$ cat src/rtl/rge_pkg.sv
// rge_pkg: shared types, constants and checkword helpers for the RDS group encoder.
// Depends on nothing; used by rge_block_out, rds_group_encoder and the testbench.
`default_nettype none

package rge_pkg;

  // Radio text capacity and how it is laid out in the four byte lanes
  localparam int TEXT_CHARS = 64;
  localparam int LANES      = 4;
  localparam int ROW_AW     = $clog2((TEXT_CHARS + LANES - 1) / LANES);
  localparam int ROWS       = 1 << ROW_AW;
  localparam int CELLS      = ROWS * LANES;

  localparam int CFG_IDX_W  = 3;
  localparam int CFG_DATA_W = 64;

  localparam logic [7:0] CHAR_SPACE = 8'h20;
  localparam logic [7:0] CHAR_CR    = 8'h0D;

  typedef enum logic [2:0] {
    ACT_NEXT_GROUP      = 3'd0,
    ACT_WRITE_CHAR      = 3'd1,
    ACT_COMMIT_TEXT     = 3'd2,
    ACT_STATION_RESTART = 3'd3,
    ACT_NAME_RESTART    = 3'd4
  } action_e;

  typedef enum logic [CFG_IDX_W-1:0] {
    REG_PROGRAM_ID       = 3'd0,
    REG_PROGRAM_TYPE     = 3'd1,
    REG_TRAFFIC_PROGRAM  = 3'd2,
    REG_TRAFFIC_ANNOUNCE = 3'd3,
    REG_MUSIC_FLAG       = 3'd4,
    REG_SERVICE_NAME     = 3'd5
  } cfg_reg_e;

  typedef struct packed {
    logic [2:0] action;
    logic [5:0] text_index;
    logic [7:0] text_char;
    logic [6:0] text_length;
  } in_item_t;

  typedef struct packed {
    logic [25:0] block_word;
    logic [15:0] info_word;
    logic [1:0]  block_index;
    logic        last;
  } out_item_t;

  // Information words of one group, block A in element 0
  typedef logic [3:0][15:0] group_words_t;

  // Slot schedule: bit set where the slot sends group 2A
  localparam logic [7:0] SCHED_TEXT = 8'b0101_0010;

  localparam logic [3:0][15:0] AF_WORD     = {16'h9697, 16'h9495, 16'h9293, 16'h8F90};
  localparam logic [3:0][9:0]  OFFSET_WORD = {10'h1B4, 10'h168, 10'h198, 10'h0FC};
  localparam logic [15:0]      GROUP_2A    = 16'h2000;
  localparam logic [10:0]      RDS_POLY    = 11'h5B9;

  // Checkword of each single information bit, worked out at elaboration
  function automatic logic [15:0][9:0] crc_columns();
    logic [15:0][9:0] cols;
    logic [25:0]      r;
    for (int i = 0; i < 16; i++) begin
      r = 26'(1) << (i + 10);
      for (int b = 25; b >= 10; b--) begin
        if (r[b]) begin
          r = r ^ (26'(RDS_POLY) << (b - 10));
        end
      end
      cols[i] = r[9:0];
    end
    return cols;
  endfunction

  localparam logic [15:0][9:0] CRC_COL = crc_columns();

  // The code is linear: XOR the columns of the set bits
  function automatic logic [9:0] check_word(logic [15:0] info);
    logic [9:0] c;
    c = '0;
    for (int i = 0; i < 16; i++) begin
      if (info[i]) begin
        c = c ^ CRC_COL[i];
      end
    end
    return c;
  endfunction

endpackage

`default_nettype wire

$ cat src/rtl/rge_ram.sv
// rge_ram: generic simple dual-port RAM, one write port, one registered read port.
// Read-first on a same-address collision. No dependencies.
`default_nettype none

module rge_ram #(
  parameter int WIDTH = 8,
  parameter int DEPTH = 16
) (
  input  wire logic                     clk_i,
  input  wire logic                     we_i,
  input  wire logic [$clog2(DEPTH)-1:0] waddr_i,
  input  wire logic [WIDTH-1:0]         wdata_i,
  input  wire logic                     re_i,
  input  wire logic [$clog2(DEPTH)-1:0] raddr_i,
  output logic      [WIDTH-1:0]         rdata_o
);

  logic [WIDTH-1:0] mem_q [DEPTH];
  logic [WIDTH-1:0] rdata_q;

  always_ff @(posedge clk_i) begin
    if (we_i) begin
      mem_q[waddr_i] <= wdata_i;
    end
    if (re_i) begin
      rdata_q <= mem_q[raddr_i];
    end
  end

  assign rdata_o = rdata_q;

endmodule

`default_nettype wire

$ cat src/rtl/rge_block_out.sv
// rge_block_out: holds one built group and hands it out block by block with checkwords.
// Depends on rge_pkg.
`default_nettype none

module rge_block_out
  import rge_pkg::*;
(
  input  wire logic         clk_i,
  input  wire logic         rst_ni,
  input  wire logic         load_i,
  input  wire group_words_t words_i,
  output logic              free_o,
  output logic              out_valid_o,
  input  wire logic         out_ready_i,
  output out_item_t         out_item_o
);

  localparam logic [1:0] BLOCK_D = 2'd3;

  group_words_t words_q;
  logic [1:0]   idx_q;
  logic         valid_q;
  logic [15:0]  info;

  assign free_o = !valid_q || (out_ready_i && idx_q == BLOCK_D);

  always_ff @(posedge clk_i or negedge rst_ni) begin
    if (!rst_ni) begin
      valid_q <= 1'b0;
      idx_q   <= '0;
    end else if (load_i) begin
      valid_q <= 1'b1;
      idx_q   <= '0;
    end else if (valid_q && out_ready_i) begin
      idx_q <= idx_q + 2'd1;
      if (idx_q == BLOCK_D) begin
        valid_q <= 1'b0;
      end
    end
  end

  always_ff @(posedge clk_i) begin
    if (load_i) begin
      words_q <= words_i;
    end
  end

  assign info                   = words_q[idx_q];
  assign out_valid_o            = valid_q;
  assign out_item_o.block_word  = {info, check_word(info) ^ OFFSET_WORD[idx_q]};
  assign out_item_o.info_word   = info;
  assign out_item_o.block_index = idx_q;
  assign out_item_o.last        = (idx_q == BLOCK_D);

`ifndef NO_ASSERTIONS
  a_load_only_free: assert property (@(posedge clk_i) disable iff (!rst_ni)
    load_i |-> free_o)
    else $error("group loaded over one still being sent");
  a_load_starts_a: assert property (@(posedge clk_i) disable iff (!rst_ni)
    load_i |=> (valid_q && idx_q == 2'd0))
    else $error("loaded group does not start at block A");
`endif

endmodule

`default_nettype wire

$ cat src/rtl/rds_group_encoder.sv
// rds_group_encoder: top level of the RDS group builder (groups 0A and 2A, four blocks each).
// Depends on rge_pkg, rge_ram (radio text lanes) and rge_block_out (block sequencer).
//
//  channel  | signals                          | moves
//  ---------+----------------------------------+-----------------------------------------
//  in       | in_valid_i / in_ready_o          | in_item_t: one action per transfer
//  out      | out_valid_o / out_ready_i        | out_item_t: one 26-bit block per transfer
//  cfg      | cfg_we_i, cfg_index_i, cfg_wdata_i | register write, no handshake
//
// Text writes, commits and restarts are taken one per cycle, back to back, unless a built group is held.
// A next-group transfer reads the text RAM at its own edge; the group is built in the
// build stage and loaded into the block output register once that register is free,
// which raises out_valid_o. Blocks leave one per cycle while out_ready_i is high, and
// the single block output register takes a new group as its last block leaves.
// Reset clears all control state; the text RAM needs no clearing pass,
// per-character valid bits make unwritten positions read as spaces.
// While a built group waits for the output register, in_ready_o stays low.
`default_nettype none

module rds_group_encoder
  import rge_pkg::*;
(
  input  wire logic                  clk_i,
  input  wire logic                  rst_ni,
  input  wire logic                  in_valid_i,
  output logic                       in_ready_o,
  input  wire in_item_t              in_item_i,
  output logic                       out_valid_o,
  input  wire logic                  out_ready_i,
  output out_item_t                  out_item_o,
  input  wire logic                  cfg_we_i,
  input  wire logic [CFG_IDX_W-1:0]  cfg_index_i,
  input  wire logic [CFG_DATA_W-1:0] cfg_wdata_i
);

  // Configuration registers
  logic [15:0]           cfg_pi_q;
  logic [4:0]            cfg_pty_q;
  logic                  cfg_tp_q;
  logic                  cfg_ta_q;
  logic                  cfg_ms_q;
  logic [3:0][15:0]      cfg_name_q;   // character pairs, pair 3 holds characters 0 and 1

  // Encoder state
  logic [2:0]            slot_q;
  logic [1:0]            name_seg_q;
  logic [3:0]            text_seg_q;
  logic                  ab_q;
  logic [6:0]            text_len_q;
  logic                  text_changed_q;
  logic [CELLS-1:0]      valid_q;

  // Build stage: item that waits on RAM data
  logic                  s1_valid_q;
  logic                  s1_write_q;
  logic                  s1_text_q;
  logic [3:0]            s1_seg_q;
  logic                  s1_ab_q;
  logic [ROW_AW-1:0]     s1_row_q;
  logic [1:0]            s1_lane_q;
  logic [7:0]            s1_char_q;
  logic [LANES-1:0]      rd_valid_q;
  logic [LANES-1:0]      fwd_mask_q;
  logic [7:0]            fwd_char_q;

  action_e               act;
  logic                  in_fire;
  logic                  is_write_in;
  logic                  is_group_in;
  logic                  slot_text;
  logic [6:0]            commit_len;
  logic [ROW_AW-1:0]     rd_row;
  logic [LANES-1:0]      rd_valid_d;
  logic [LANES-1:0]      fwd_mask_d;
  logic                  s1_wr_exec;
  logic                  grp_load;
  logic                  out_free;
  logic [LANES-1:0][7:0] ram_rdata;
  logic [LANES-1:0][7:0] lane_char;
  logic [LANES-1:0][7:0] pad_char;
  logic                  char_differs;
  logic                  changed_eff;
  group_words_t          words;

  assign act         = action_e'(in_item_i.action);
  assign in_fire     = in_valid_i && in_ready_o;
  assign is_write_in = (act == ACT_WRITE_CHAR)
                       && ({1'b0, in_item_i.text_index} < 7'(TEXT_CHARS));
  assign is_group_in = (act == ACT_NEXT_GROUP);
  assign slot_text   = SCHED_TEXT[slot_q];
  assign commit_len  = (in_item_i.text_length > 7'(TEXT_CHARS)) ? 7'(TEXT_CHARS)
                                                                : in_item_i.text_length;

  // A character write goes through the build stage (compare, then store); it never stalls
  assign s1_wr_exec = s1_valid_q && s1_write_q;
  assign grp_load   = s1_valid_q && !s1_write_q && out_free;
  assign in_ready_o = !s1_valid_q || s1_write_q || out_free;

  // RAM read row: the written character's row, or the row of the next text segment
  assign rd_row = is_write_in ? in_item_i.text_index[ROW_AW+1:2] : text_seg_q[ROW_AW-1:0];

  // The RAM reads old data when the build stage stores to the row being read: forward it
  always_comb begin
    for (int l = 0; l < LANES; l++) begin
      fwd_mask_d[l] = s1_wr_exec && (s1_row_q == rd_row) && (s1_lane_q == l[1:0]);
      rd_valid_d[l] = valid_q[{rd_row, l[1:0]}] || fwd_mask_d[l];
    end
  end

  for (genvar g = 0; g < LANES; g++) begin : g_lane
    rge_ram #(
      .WIDTH (8),
      .DEPTH (ROWS)
    ) u_text_ram (
      .clk_i   (clk_i),
      .we_i    (s1_wr_exec && (s1_lane_q == 2'(g))),
      .waddr_i (s1_row_q),
      .wdata_i (s1_char_q),
      .re_i    (in_fire),
      .raddr_i (rd_row),
      .rdata_o (ram_rdata[g])
    );
  end

  // Stored characters; never written reads as a space
  always_comb begin
    for (int l = 0; l < LANES; l++) begin
      if (fwd_mask_q[l]) begin
        lane_char[l] = fwd_char_q;
      end else if (rd_valid_q[l]) begin
        lane_char[l] = ram_rdata[l];
      end else begin
        lane_char[l] = CHAR_SPACE;
      end
    end
  end

  assign char_differs = (lane_char[s1_lane_q] != s1_char_q);
  // A commit in the same cycle must see the change found by the write ahead of it
  assign changed_eff  = text_changed_q || (s1_wr_exec && char_differs);

  // Padded text: stored text, CR at the end mark, then spaces
  always_comb begin
    logic [6:0] pos;
    for (int l = 0; l < LANES; l++) begin
      pos = {1'b0, s1_seg_q, l[1:0]};
      if (pos >= 7'(TEXT_CHARS)) begin
        pad_char[l] = CHAR_SPACE;
      end else if (pos < text_len_q) begin
        pad_char[l] = lane_char[l];
      end else if (pos == text_len_q) begin
        pad_char[l] = CHAR_CR;
      end else begin
        pad_char[l] = CHAR_SPACE;
      end
    end
  end

  // Information words of the group in the build stage
  always_comb begin
    words[0] = cfg_pi_q;
    if (s1_text_q) begin
      words[1] = GROUP_2A | {5'b0, cfg_tp_q, cfg_pty_q, s1_ab_q, s1_seg_q};
      words[2] = {pad_char[0], pad_char[1]};
      words[3] = {pad_char[2], pad_char[3]};
    end else begin
      // DI carries the stereo bit on the last address only
      words[1] = {5'b0, cfg_tp_q, cfg_pty_q, cfg_ta_q, cfg_ms_q,
                  (s1_seg_q[1:0] == 2'd3), s1_seg_q[1:0]};
      words[2] = AF_WORD[s1_seg_q[1:0]];
      words[3] = cfg_name_q[~s1_seg_q[1:0]];
    end
  end

  always_ff @(posedge clk_i or negedge rst_ni) begin
    if (!rst_ni) begin
      cfg_pi_q       <= '0;
      cfg_pty_q      <= '0;
      cfg_tp_q       <= 1'b0;
      cfg_ta_q       <= 1'b0;
      cfg_ms_q       <= 1'b0;
      cfg_name_q     <= {LANES * 2{CHAR_SPACE}};
      slot_q         <= '0;
      name_seg_q     <= '0;
      text_seg_q     <= '0;
      ab_q           <= 1'b0;
      text_len_q     <= '0;
      text_changed_q <= 1'b0;
      valid_q        <= '0;
      s1_valid_q     <= 1'b0;
      s1_write_q     <= 1'b0;
    end else begin
      if (cfg_we_i) begin
        unique case (cfg_reg_e'(cfg_index_i))
          REG_PROGRAM_ID:       cfg_pi_q   <= cfg_wdata_i[15:0];
          REG_PROGRAM_TYPE:     cfg_pty_q  <= cfg_wdata_i[4:0];
          REG_TRAFFIC_PROGRAM:  cfg_tp_q   <= cfg_wdata_i[0];
          REG_TRAFFIC_ANNOUNCE: cfg_ta_q   <= cfg_wdata_i[0];
          REG_MUSIC_FLAG:       cfg_ms_q   <= cfg_wdata_i[0];
          REG_SERVICE_NAME:     cfg_name_q <= cfg_wdata_i;
          default: ;
        endcase
      end

      if (s1_wr_exec) begin
        valid_q[{s1_row_q, s1_lane_q}] <= 1'b1;
      end

      if (in_fire && act == ACT_COMMIT_TEXT) begin
        text_changed_q <= 1'b0;
      end else if (s1_wr_exec && char_differs) begin
        text_changed_q <= 1'b1;
      end

      if (in_fire) begin
        unique case (act)
          ACT_NEXT_GROUP: begin
            slot_q <= slot_q + 3'd1;
            if (slot_text) begin
              text_seg_q <= text_seg_q + 4'd1;
            end else begin
              name_seg_q <= name_seg_q + 2'd1;
            end
          end
          ACT_COMMIT_TEXT: begin
            if (changed_eff || commit_len != text_len_q) begin
              ab_q       <= !ab_q;
              text_seg_q <= '0;
              text_len_q <= commit_len;
            end
          end
          ACT_STATION_RESTART: begin
            name_seg_q <= '0;
            text_seg_q <= '0;
            slot_q     <= '0;
            ab_q       <= !ab_q;
          end
          ACT_NAME_RESTART: name_seg_q <= '0;
          ACT_WRITE_CHAR: ;
          default: ;
        endcase
        s1_valid_q <= is_write_in || is_group_in;
        s1_write_q <= is_write_in;
      end else if (s1_wr_exec || grp_load) begin
        s1_valid_q <= 1'b0;
      end
    end
  end

  always_ff @(posedge clk_i) begin
    if (in_fire) begin
      s1_text_q  <= slot_text;
      s1_seg_q   <= slot_text ? text_seg_q : {2'b00, name_seg_q};
      s1_ab_q    <= ab_q;
      s1_row_q   <= in_item_i.text_index[ROW_AW+1:2];
      s1_lane_q  <= in_item_i.text_index[1:0];
      s1_char_q  <= in_item_i.text_char;
      rd_valid_q <= rd_valid_d;
      fwd_mask_q <= fwd_mask_d;
      fwd_char_q <= s1_char_q;
    end
  end

  rge_block_out u_block_out (
    .clk_i       (clk_i),
    .rst_ni      (rst_ni),
    .load_i      (grp_load),
    .words_i     (words),
    .free_o      (out_free),
    .out_valid_o (out_valid_o),
    .out_ready_i (out_ready_i),
    .out_item_o  (out_item_o)
  );

`ifndef NO_ASSERTIONS
  a_group_blocks_input: assert property (@(posedge clk_i) disable iff (!rst_ni)
    (s1_valid_q && !s1_write_q && !out_free) |-> !in_ready_o)
    else $error("input taken while a built group is held");
  a_commit_clears_change: assert property (@(posedge clk_i) disable iff (!rst_ni)
    (in_fire && act == ACT_COMMIT_TEXT) |=> !text_changed_q)
    else $error("text change mark survived a commit");
  a_restart_clears: assert property (@(posedge clk_i) disable iff (!rst_ni)
    (in_fire && act == ACT_STATION_RESTART) |=>
      (slot_q == 3'd0 && name_seg_q == 2'd0 && text_seg_q == 4'd0))
    else $error("station restart left a counter running");
`endif

endmodule

`default_nettype wire

$ cat config.mk
export PLATFORM = sky130hd
export DESIGN_NAME = rds_group_encoder
export DESIGN_NICKNAME = d
export VERILOG_FILES = /design/src/rtl/rge_pkg.sv /design/src/rtl/rge_ram.sv /design/src/rtl/rge_block_out.sv /design/src/rtl/rds_group_encoder.sv
export SDC_FILE = /design/constraint.sdc
export NUM_CORES = 1
export LEC_CHECK = 0
export BUFFER_PORTS_ARGS = -buffer_cell sky130_fd_sc_hd__buf_2
export CAP_MARGIN = 0
export CORE_ASPECT_RATIO = 0.75
export CORE_MARGIN = 4
export CORE_UTILIZATION = 56
export DETAILED_ROUTE_END_ITERATION = 10
export PLACE_DENSITY = 0.76
export SYNTH_ARGS = -nofsm -noshare
export SYNTH_HDL_FRONTEND = slang
export SYNTH_HIERARCHICAL = 1
export SYNTH_SLANG_ARGS = --single-unit
$ cat constraint.sdc
create_clock -name clk_i -period 2.94 [get_ports clk_i]
set_input_delay 0.588 -clock clk_i [delete_from_list [all_inputs] [get_ports clk_i]]
set_output_delay 0.588 -clock clk_i [all_outputs]
set_load 0.01 [all_outputs]
# After elaboration in Yosys (flattened, before gate mapping)
# Memories as Yosys holds them, arrays and structs flattened. A register that Yosys moved wholly into a read port is not among the register bits.
# Cells that the tools add are included.
[totals] elab_cells=240 mem_bits_ro=8 reg_bits=275 n_memories=5 out_inout_bits=47 ram_bits=512
[memory_table] name="g_lane[0].u_text_ram.mem_q" depth=16 width=8 read_ports=1 rd_ports_with_merged_regs=1 write_ports=1 line_no="rge_ram.sv:18" rtl="logic [WIDTH-1:0] mem_q [DEPTH];"
[memory_table] name="g_lane[1].u_text_ram.mem_q" depth=16 width=8 read_ports=1 rd_ports_with_merged_regs=1 write_ports=1 line_no="rge_ram.sv:18"
[memory_table] name="g_lane[2].u_text_ram.mem_q" depth=16 width=8 read_ports=1 rd_ports_with_merged_regs=1 write_ports=1 line_no="rge_ram.sv:18"
[memory_table] name="g_lane[3].u_text_ram.mem_q" depth=16 width=8 read_ports=1 rd_ports_with_merged_regs=1 write_ports=1 line_no="rge_ram.sv:18"
[memory_table] name="(name not given)" depth=8 width=1 read_ports=1 rd_ports_with_merged_regs=0 write_ports=0 line_no="rds_group_encoder.sv:90" rtl="assign slot_text = SCHED_TEXT[slot_q];"
[op_classes] n_reduce_logical=57 magnitude_cmp=16 eq_ne=24 n_bitwise=18 add_sub_neg=4 n_mux=82
[ops] op="two-way mux 8 bit" n=14
[ops] op="two-way mux 10 bit" n=11
[ops] op="binary-select mux 16 bit (select 2 bit)" n=3
[ops] op="OR 64 bit" n=1
[ops] op="two-way mux 16 bit" n=3
[ops] op="two-way mux 48 bit" n=1
[ops] op="less-than comparator 6 x 7 -> 1 bit, second input constant" n=5
[ops] op="two-way mux 6 bit" n=5
[ops] op="NOT 5 bit" n=6
[ops] op="equality test 6 x 7 -> 1 bit" n=4
[ops] op="less-than comparator 6 x 7 -> 1 bit" n=4
[ops] op="two-way mux 1 bit" n=22
[ops] op="two-way mux 7 bit" n=3
[ops] op="binary-select mux 10 bit (select 2 bit)" n=1
[ops] op="logical AND 1 bit" n=18
[ops] op="two-way mux 9 bit" n=2
[ops] op="NOT 6 bit" n=3
[ops] op="binary-select mux 1 bit (select 4 bit)" n=4
[ops] op="binary-select mux 8 bit (select 2 bit)" n=1
[ops] op="AND reduction 2 bit" n=8
[ops] op="NOT 7 bit" n=2
[ops] op="nonzero test 2 bit" n=7
[ops] op="equality test 3 x 2 -> 1 bit, second input constant" n=4
[ops] op="less-than comparator 2 x 3 -> 1 bit, second input constant" n=4
[ops] op="36 further kinds" n=65

# Depth between registers and ports, before layout
# Gate-level depths: netlist of run 1.
[depth] ltp_word=34 ltp_mapped=11 ltp_nobuf=11

# Cells and area by module
# The synthesis of run 1 kept the hierarchy.
[by_module_without_submodules] module="rge_ram" area_each_um2=5227.5 cells_each=229 instances=4
[by_module_without_submodules] module="rds_group_encoder" area_each_um2=10380.0 cells_each=902 instances=1
[by_module_without_submodules] module="rge_block_out" area_each_um2=3220.6 cells_each=161 instances=1

# Worst setup path after synthesis of run 1
# OpenSTA, ideal clock, no wires.
[synth_path] kind="input to register" start="in in_item_i[23] (netlist name)" end="reg g_lane[0].u_text_ram.rdata_q[4] (read register of g_lane[0].u_text_ram.mem_q) (data pin)" arrival_ns=2.962 setup_time_ns=0.259 path_stages=9 t_required_ns=2.681 path_buffers=3 path_slack_ns=-0.281 cell_sequence="clkbuf_1 nor3_2 mux2i_1 inv_1 clkbuf_1 buf_2 mux4_2 a22oi_1 nand2_1"
[synth_via] elab_chain_cells=2
[synth_rtl] item="from (decl)" line_no="rds_group_encoder.sv:27" rtl="input wire in_item_t in_item_i,"
[synth_rtl] item="equality test 3 x 1 -> 1 bit" line_no="rds_group_encoder.sv:87" rtl="assign is_write_in = (act == ACT_WRITE_CHAR)"
[synth_rtl] item="two-way mux 4 bit" line_no="rds_group_encoder.sv:100" rtl="assign rd_row = is_write_in ? in_item_i.text_index[ROW_AW+1:2] : text_seg_q[ROW_AW-1:0];"
[synth_rtl] item="via rd_row[1]" line_no="rds_group_encoder.sv:72" rtl="logic [ROW_AW-1:0] rd_row;"
[synth_rtl] item="to (decl)" line_no="rge_ram.sv:19" rtl="logic [WIDTH-1:0] rdata_q;"
# The timed path passes the listed nets, and every way through them passes these cells.
# A chain may end at the register's enable or synchronous reset.

==> results.md, run 1 <==
* CP startpoint: u_block_out/idx_q[0]
* Cell count after synthesis at 1979
* Fill cells at 3998
* Final standard cell count with taps included and fillers excluded at 3135
* CTS tree: done
* Static Leak at 14.4 nW
* Number of warnings reported in the yosys synthesis log at 6
* Crit-path max FO at 5
* Overall die area at 0.0657 mm2
* Setup WS post-layout at -521 ps
* Routed wirelength normalized by instance count at 26.2 um
* Fraction of the cycle the final worst path needs at 118%
* Global Route Usage Sum at 25.2%
* Residual DRC count at 0
* Data required, critical path at 2350 ps
* Antenna cells at 0
* Initial DRC Count at 2520
* Largest net degree at the start of global routing at 70
* Via count of the first global-routing pass at slightly below 20k
* Via count normalized by instance count at between 6 and 7
* Post-route ant nets at 0
* Max-slew headroom at 4.47%
* Most frequent cell after synthesis: edfxtp_1
* Total Power at 36.4 mW
* Worst flop-to-flop path endpoint: text_seg_q[1]
* Top-level I/O count at 143
* Critical Path End Type: output pin
* Fraction of layout cells with a size suffix above 1 at about a third
* Yosys top cell by area: edfxtp_1
* Worst ir drop on vdd at 1.48 mV
* Number of synthesized register bits at about 820
* Chip Width at 295 um
* Cts bufs inserted at 75
* Post-Route WL at 82100 um
* Async S/R FF share, synth at a little over a fifth
* Post-detailed-placement half-perimeter wirelength at approximately 54000 um
* Number of detailed-route iterations in the first pass at 6
* Outcome: complete, but fails checks
* Cells after DPL at 2990
* Mean area per synthesized cell at 17.4 um2
* Number of antenna violations at the first check in global routing at 0
* Clk Tree Root Cell: clkbuf_16
* FF-to-FF setup slack at about 90 ps
* Worst hold stages at 1
* Distinct cell type count of the synthesized netlist at 85
* Worst Tran Pin Value at 1420 ps
* Level count of the clock H-tree at 3
* Number of endpoints failing setup at the final stage at 12
* Kind of path behind the tightest hold check: primary input to flop
* Max Root-Sink Buffers at 3
* Register area share after synthesis at roughly 69%
* Latest clock arrival within the worst-skew pair at 620 ps
* Post-place instance area at 0.0369 mm2
* Upper clock frequency limit at roughly 290 MHz
* Area share of the leading cell type in the synthesized netlist at 56.0%
* Number of max-capacitance violations reported at 0
* Shortest clock period the worst path allows after layout at 3460 ps
* Number of pins exceeding their max-slew limit in the final report at 0
* Pwr dens at 921 mW/mm2
* Most common flop cell mapped by yosys: edfxtp_1
* Count of nets after finishing at between 2k and 2.5k
* Critical Path Start Type: flop
* Worst setup path category: flop to output pin
* Area inside the core boundary at 0.0607 mm2
* CTS sink count at 819
* Failing checks: negative setup slack
* Cell count of the worst reg-to-reg path at 8
* Cell area after synthesis at between 0.03 and 0.04 mm2
* Critical path arrival at between 2000 and 3000 ps
* Clock-pin transition on the worst setup and hold timing paths at 60 ps
* First-pass GRT wire length at 125000 um
* Die height at ~220 um
* Number of enable-type register cells in the synthesized netlist at 644
* Final Hold Fails at 0
* Starting density of the core at approximately 57%
* Fin util at 65.1%
* Layout-stage area growth over the synthesis result at 14.5%
* Final instance area at slightly below 0.04 mm2
* Worst Hold Path EP: s1_lane_q[1]
* Aggregate global routing overflow at 0
* Final weighted congestion in routability-driven placement at 0.945
* Launch instance of the worst register-to-register path: rd_valid_q[3]
* Leading cell types by count after synthesis: edfxtp_1 (644), dfrtp_1 (167), nand2_1 (161)
* Number of rows created at floorplan at a little under 80
* Hold Path Origin: in_item_i[16]
* Skew final at between 15 and 20 ps
* Vias post-DR at 19.8k
* Port Buffer Count at roughly 140
* Ranking of synthesized cells by area: edfxtp_1 (56%), dfrtp_1 (12%), mux4_2 (6.8%)
* RSZ-0062 raised after global routing: true
[area by class of cell]
type	instances	area (um2)	area share, %
sequential	819	23700	60.1
multi-input combinational	1027	10000	25.3
timing repair buffer	327	2320	5.86
clock buffer	99	2060	5.23
tap	800	1000	2.53
clock inverter	33	267	0.675
inverter	30	123	0.310
[worst max-delay path, stage by stage, from the launching register on]
cell and delay [ps]:
dfrtp_2 440, mux4_2 550, xnor3_2 430, buf_4 180, buf_4 140, xnor3_1 370
buf_2 150
[power breakdown]
part           leakage [nW]  switching [mW]  internal [mW]
logic                  5.23            6.37           6.18
registers              8.07           0.696           13.7
clock network          1.15            4.14           5.23
total                  14.4            11.2           25.2
[kinds of logic (layout without fill, tap and decap cells)]
| family | Yosys count | in the layout | share of synthesized area, % |
|---|---|---|---|
| buffers and inverters | 136 | 489 | 2.41 |
| AOI/OAI and AO/OA | 273 | 273 | 5.74 |
| muxes | 270 | 270 | 14.8 |
| adders and majority gates | 13 | 13 | 0.471 |
| and+or+nand+nor | 410 | 410 | 5.71 |
| xor gates and xnor gates | 57 | 57 | 2.11 |
| DFF | 819 | 819 | 68.8 |
| other | 1 | 4 | 0.0109 |
[per-layer routing]
metal	GRT usage [%]	up-vias	share of wire, %
li1	-	8380	-
met1	38.9	10256	42
met2	37.7	1036	46
met3	5.51	142	9.9
met4	5.20	0	2.0
met5	0	-	0
[worst max-delay path by stage]
stage | slack [ps] | end | cells past startpoint
after floorplan | -60 | g_lane[0].u_text_ram/rdata_o[2] | 11
after global placement | -80 | out_item_o[27] | 6
after detailed placement | -160 | out_item_o[27] | 6
after CTS | -530 | out_item_o[19] | 5
after global routing | -610 | out_item_o[22] | 5
final | -520 | out_item_o[27] | 6
[stage by stage]
stage	hold slack, ps	worst slack, ps	TNS (ps)
finish	145	-521	-4510
global route	120	-612	-5770
CTS	116	-530	-4730
detailed placement	433	-156	-613
global placement	431	-84.5	-288
floorplan	292	-61.7	-1890
[sequential cells by signal (all words and copies together), names as in the netlist, 5 cells and up]
signal                     cells
cfg_name_q                    64
g_lane.u_text_ram/mem_q      512
cfg_pi_q                      16
g_lane.u_text_ram/rdata_o     32
s1_char_q                      8
cfg_pty_q                      5
fwd_char_q                     8
u_block_out/words_q           64
text_len_q                     7
valid_q                       64
[cell usage in the layout (no fill, tap or decap), types with 19 or more instances in the layout]
cell,n
buf_4,166
buf_2,141
xnor2_1,20
mux4_2,148
nor2_1,93
a21o_1,35
edfxtp_1,644
dfrtp_1,165
a21oi_1,32
a22oi_1,78
clkbuf_16,78
nor3_1,30
inv_1,25
nand2b_1,19
nand2_1,160
mux2_2,91
o21bai_1,32
[timing repair]
action / CTS / global route
setup endpoints to repair: 17 / 20
buffers inserted: 9 / 3
hold buffers: 1 / 0
gates resized for setup: 18 / 15
hold endpoints to repair: 60 / 0
pin swaps: 5 / 1
Note: power is estimated with default switching activity, not from simulation.
==> run 2: changes to the inputs <==
--- a/config.mk
+++ b/config.mk
@@ -5,13 +5,14 @@
 export SDC_FILE = /design/constraint.sdc
 export NUM_CORES = 1
 export LEC_CHECK = 0
-export BUFFER_PORTS_ARGS = -buffer_cell sky130_fd_sc_hd__buf_2
 export CAP_MARGIN = 0
 export CORE_ASPECT_RATIO = 0.75
 export CORE_MARGIN = 4
-export CORE_UTILIZATION = 56
+export CORE_UTILIZATION = 57
+export CTS_BUF_LIST = sky130_fd_sc_hd__clkbuf_16
 export DETAILED_ROUTE_END_ITERATION = 10
-export PLACE_DENSITY = 0.76
+export DONT_BUFFER_PORTS = 1
+export PLACE_DENSITY = 0.75
 export SYNTH_ARGS = -nofsm -noshare
 export SYNTH_HDL_FRONTEND = slang
 export SYNTH_HIERARCHICAL = 1
==> run 2 against run 1 <==
Count of clock-buffer cells in the layout fell by 20; the run ends with negative hold slack, negative setup slack left; core utilization rose by 0.63 points; maximum frequency grew 1.3%; largest power group unchanged; worst hold slack got worse by 490 ps; combinational power shrank 4%; sequential power about the same.
==> results.md, run 2 (synthesis gave the netlist of run 1 again) <==
* Outcome: complete, but fails checks
* Failing checks: negative hold slack, negative setup slack
* Overall die area at 0.0646 mm2
* Chip Width at 292 um
* Final Hold Slack at -340 ps
* Fin util at 65.7%
* CTS sink count at 819
* Global Route Usage Sum at 25.4%
* Layout-stage area growth over the synthesis result at 13.2%
* Vias post-DR at 19.3k
* Kind of path behind the tightest hold check: primary input to asynchronous set/reset pin
* Crit-path max FO at 5
* Largest net degree at the start of global routing at 176
* Metal-1 WL at 33000 um
* Cts bufs inserted at 76
* Cell count of the worst reg-to-reg path at 9
* Number of endpoints failing setup at the final stage at 10
* Latest clock arrival within the worst-skew pair at slightly above 600 ps
* First-pass GRT wire length at 124000 um
* CP startpoint: u_block_out/idx_q[0]
* Most used cells in the layout excluding fill and tap cells: edfxtp_1 (644), dfrtp_1 (166), buf_4 (166)
* Sequential cell area at 0.0237 mm2
* Topmost layer with routed signal wires: met5
* Max-slew headroom at 33.2%
* Aggregate global routing overflow at 0
* Critical Path End Type: output pin
* Clock-pin transition on the worst setup and hold timing paths at 70 ps
* Fraction of the cycle the final worst path needs at 116%
* Critical Path Start Type: flop
* Max FFs per register at 512
* Number of max-capacitance violations reported at 0
* Total Power at 36.5 mW
* Pwr dens at 934 mW/mm2
* Via count of the first global-routing pass at 19.4k
* Fraction of layout cells with a size suffix above 1 at 28.2%
* Post-Route WL at 82000 um
* Worst Tran Pin Value at 989 ps
* Area inside the core boundary at between 0.05 and 0.06 mm2
* Initial DRC Count at between 2k and 3k
* Starting density of the core at 58.1%
* Critical path arrival at ~2800 ps
* Met2 WL post-DR at approximately 38000 um
* Level count of the clock H-tree at 3
* Data required, critical path at 2350 ps
* Die height at 221 um
* Number of detailed-route iterations in the first pass at 6
* Shortest clock period the worst path allows after layout at around 3400 ps
* Via count normalized by instance count at 6.45
* Final weighted congestion in routability-driven placement at 0.996
* Fill cells at 3882
* Worst setup path category: flop to output pin
* Skew final at roughly 31 ps
* Upper clock frequency limit at 293 MHz
* Setup WS post-layout at -475 ps
* Post-route ant nets at 0
* Number of antenna violations at the first check in global routing at 1
* Clk Tree Root Cell: clkbuf_16
* Total area of multi-input combinational cells at 0.0100 mm2
* RSZ-0062 raised after global routing: true
* Top-level I/O count at 143
* Metal3 WL at 9240 um
* Static Leak at between 10 and 15 nW
* Number of pins exceeding their max-slew limit in the final report at 0
* Port Buffer Count at 0
* Antenna cells at 0
* Post-detailed-placement half-perimeter wirelength at 53700 um
* CTS tree: done
* Launch instance of the worst register-to-register path: rd_valid_q[1]
* Routed wirelength normalized by instance count at 27.3 um
* Max Root-Sink Buffers at 3
* Worst ir drop on vdd at 1.17 mV
* Count of nets after finishing at 2258
* Register with the highest flop count: g_lane.u_text_ram/mem_q
* Residual DRC count at 0
* Final Hold Fails at 175
* Number of rows created at floorplan at 77
* Commonest non-fill, non-tap cell in the layout: edfxtp_1
==> run 2: cell types whose count changed in the layout (fill, tap and decap cells not counted), moves of 6 or more <==
cell / before / now
buf_2: 141 / 0
inv_1: 25 / 34
clkbuf_1: 17 / 0
xnor2_2: 7 / 13
clkinv_1: 13 / 20
buf_6: 3 / 12
==> run 2: timing repair <==
| item | 4_1_cts | 5_1_grt |
|---|---|---|
| gates cloned | 1 | 0 |
| buffers inserted | 11 | 1 |
| endpoints found under the hold margin | 175 | 175 |
| resized for setup | 30 | 22 |
| setup endpoints to repair | 10 | 16 |
| pin swaps | 14 | 11 |
==> run 2: report_power, final <==
part | total (mW) | switching (mW) | internal, mW
Clock | 9.83 | 4.25 | 5.58
Combinational | 12.1 | 6.18 | 5.95
Sequential | 14.5 | 0.756 | 13.7
Total | 36.5 | 11.2 | 25.3
==> run 2: path summary, 6_finish.rpt <==
kind                                               end  slack, ps
max in group asynchronous                  valid_q[21]       2920
worst min-delay path                    cfg_name_q[22]       -340
worst max register to register           text_len_q[4]        130
worst max-delay path                    out_item_o[22]       -480
min in group clk_i                        s1_lane_q[1]         60
worst min register to register  u_block_out/words_q[3]        440
==> run 2: per-stage QoR <==
step / setup WS, ps / cell area (um2) / hold WS [ps] / setup TNS, ps / instances
after floorplan: -61.7 / 34500 / 292 / -1890 / 1982
after global placement: 56.5 / 36200 / 296 / 0 / 2848
after detailed placement: 41.5 / 36200 / 297 / 0 / 2848
after CTS: -504 / 38900 / -378 / -4520 / 2999
after global routing: -569 / 39100 / -371 / -5250 / 3000
final: -475 / 39100 / -340 / -4330 / 3000
==> run 2: layer usage <==
layer | global-route usage [%] | up-vias
met3 | 8.11 | 131
met2 | 37.6 | 1060
met5 | 0 | -
met1 | 37.4 | 10028
met4 | 6.34 | 2
li1 | - | 8115
==> run 2: cell type report <==
type | count | area share (%)
Multi-Input combinational cell | 1027 | 25.7
Sequential cell | 819 | 60.8
Tap cell | 790 | 2.53
Clock buffer | 79 | 5.06
Timing Repair Buffer | 195 | 4.40
Inverter | 30 | 0.314
Clock inverter | 60 | 1.25
==> run 2: critical path, stage by stage (launching register included) <==
cell     delay, ps
dfrtp_2        430
buf_6          160
mux4_2         580
xnor2_4        220
xor3_2         510
xnor2_1        170
buf_4          140
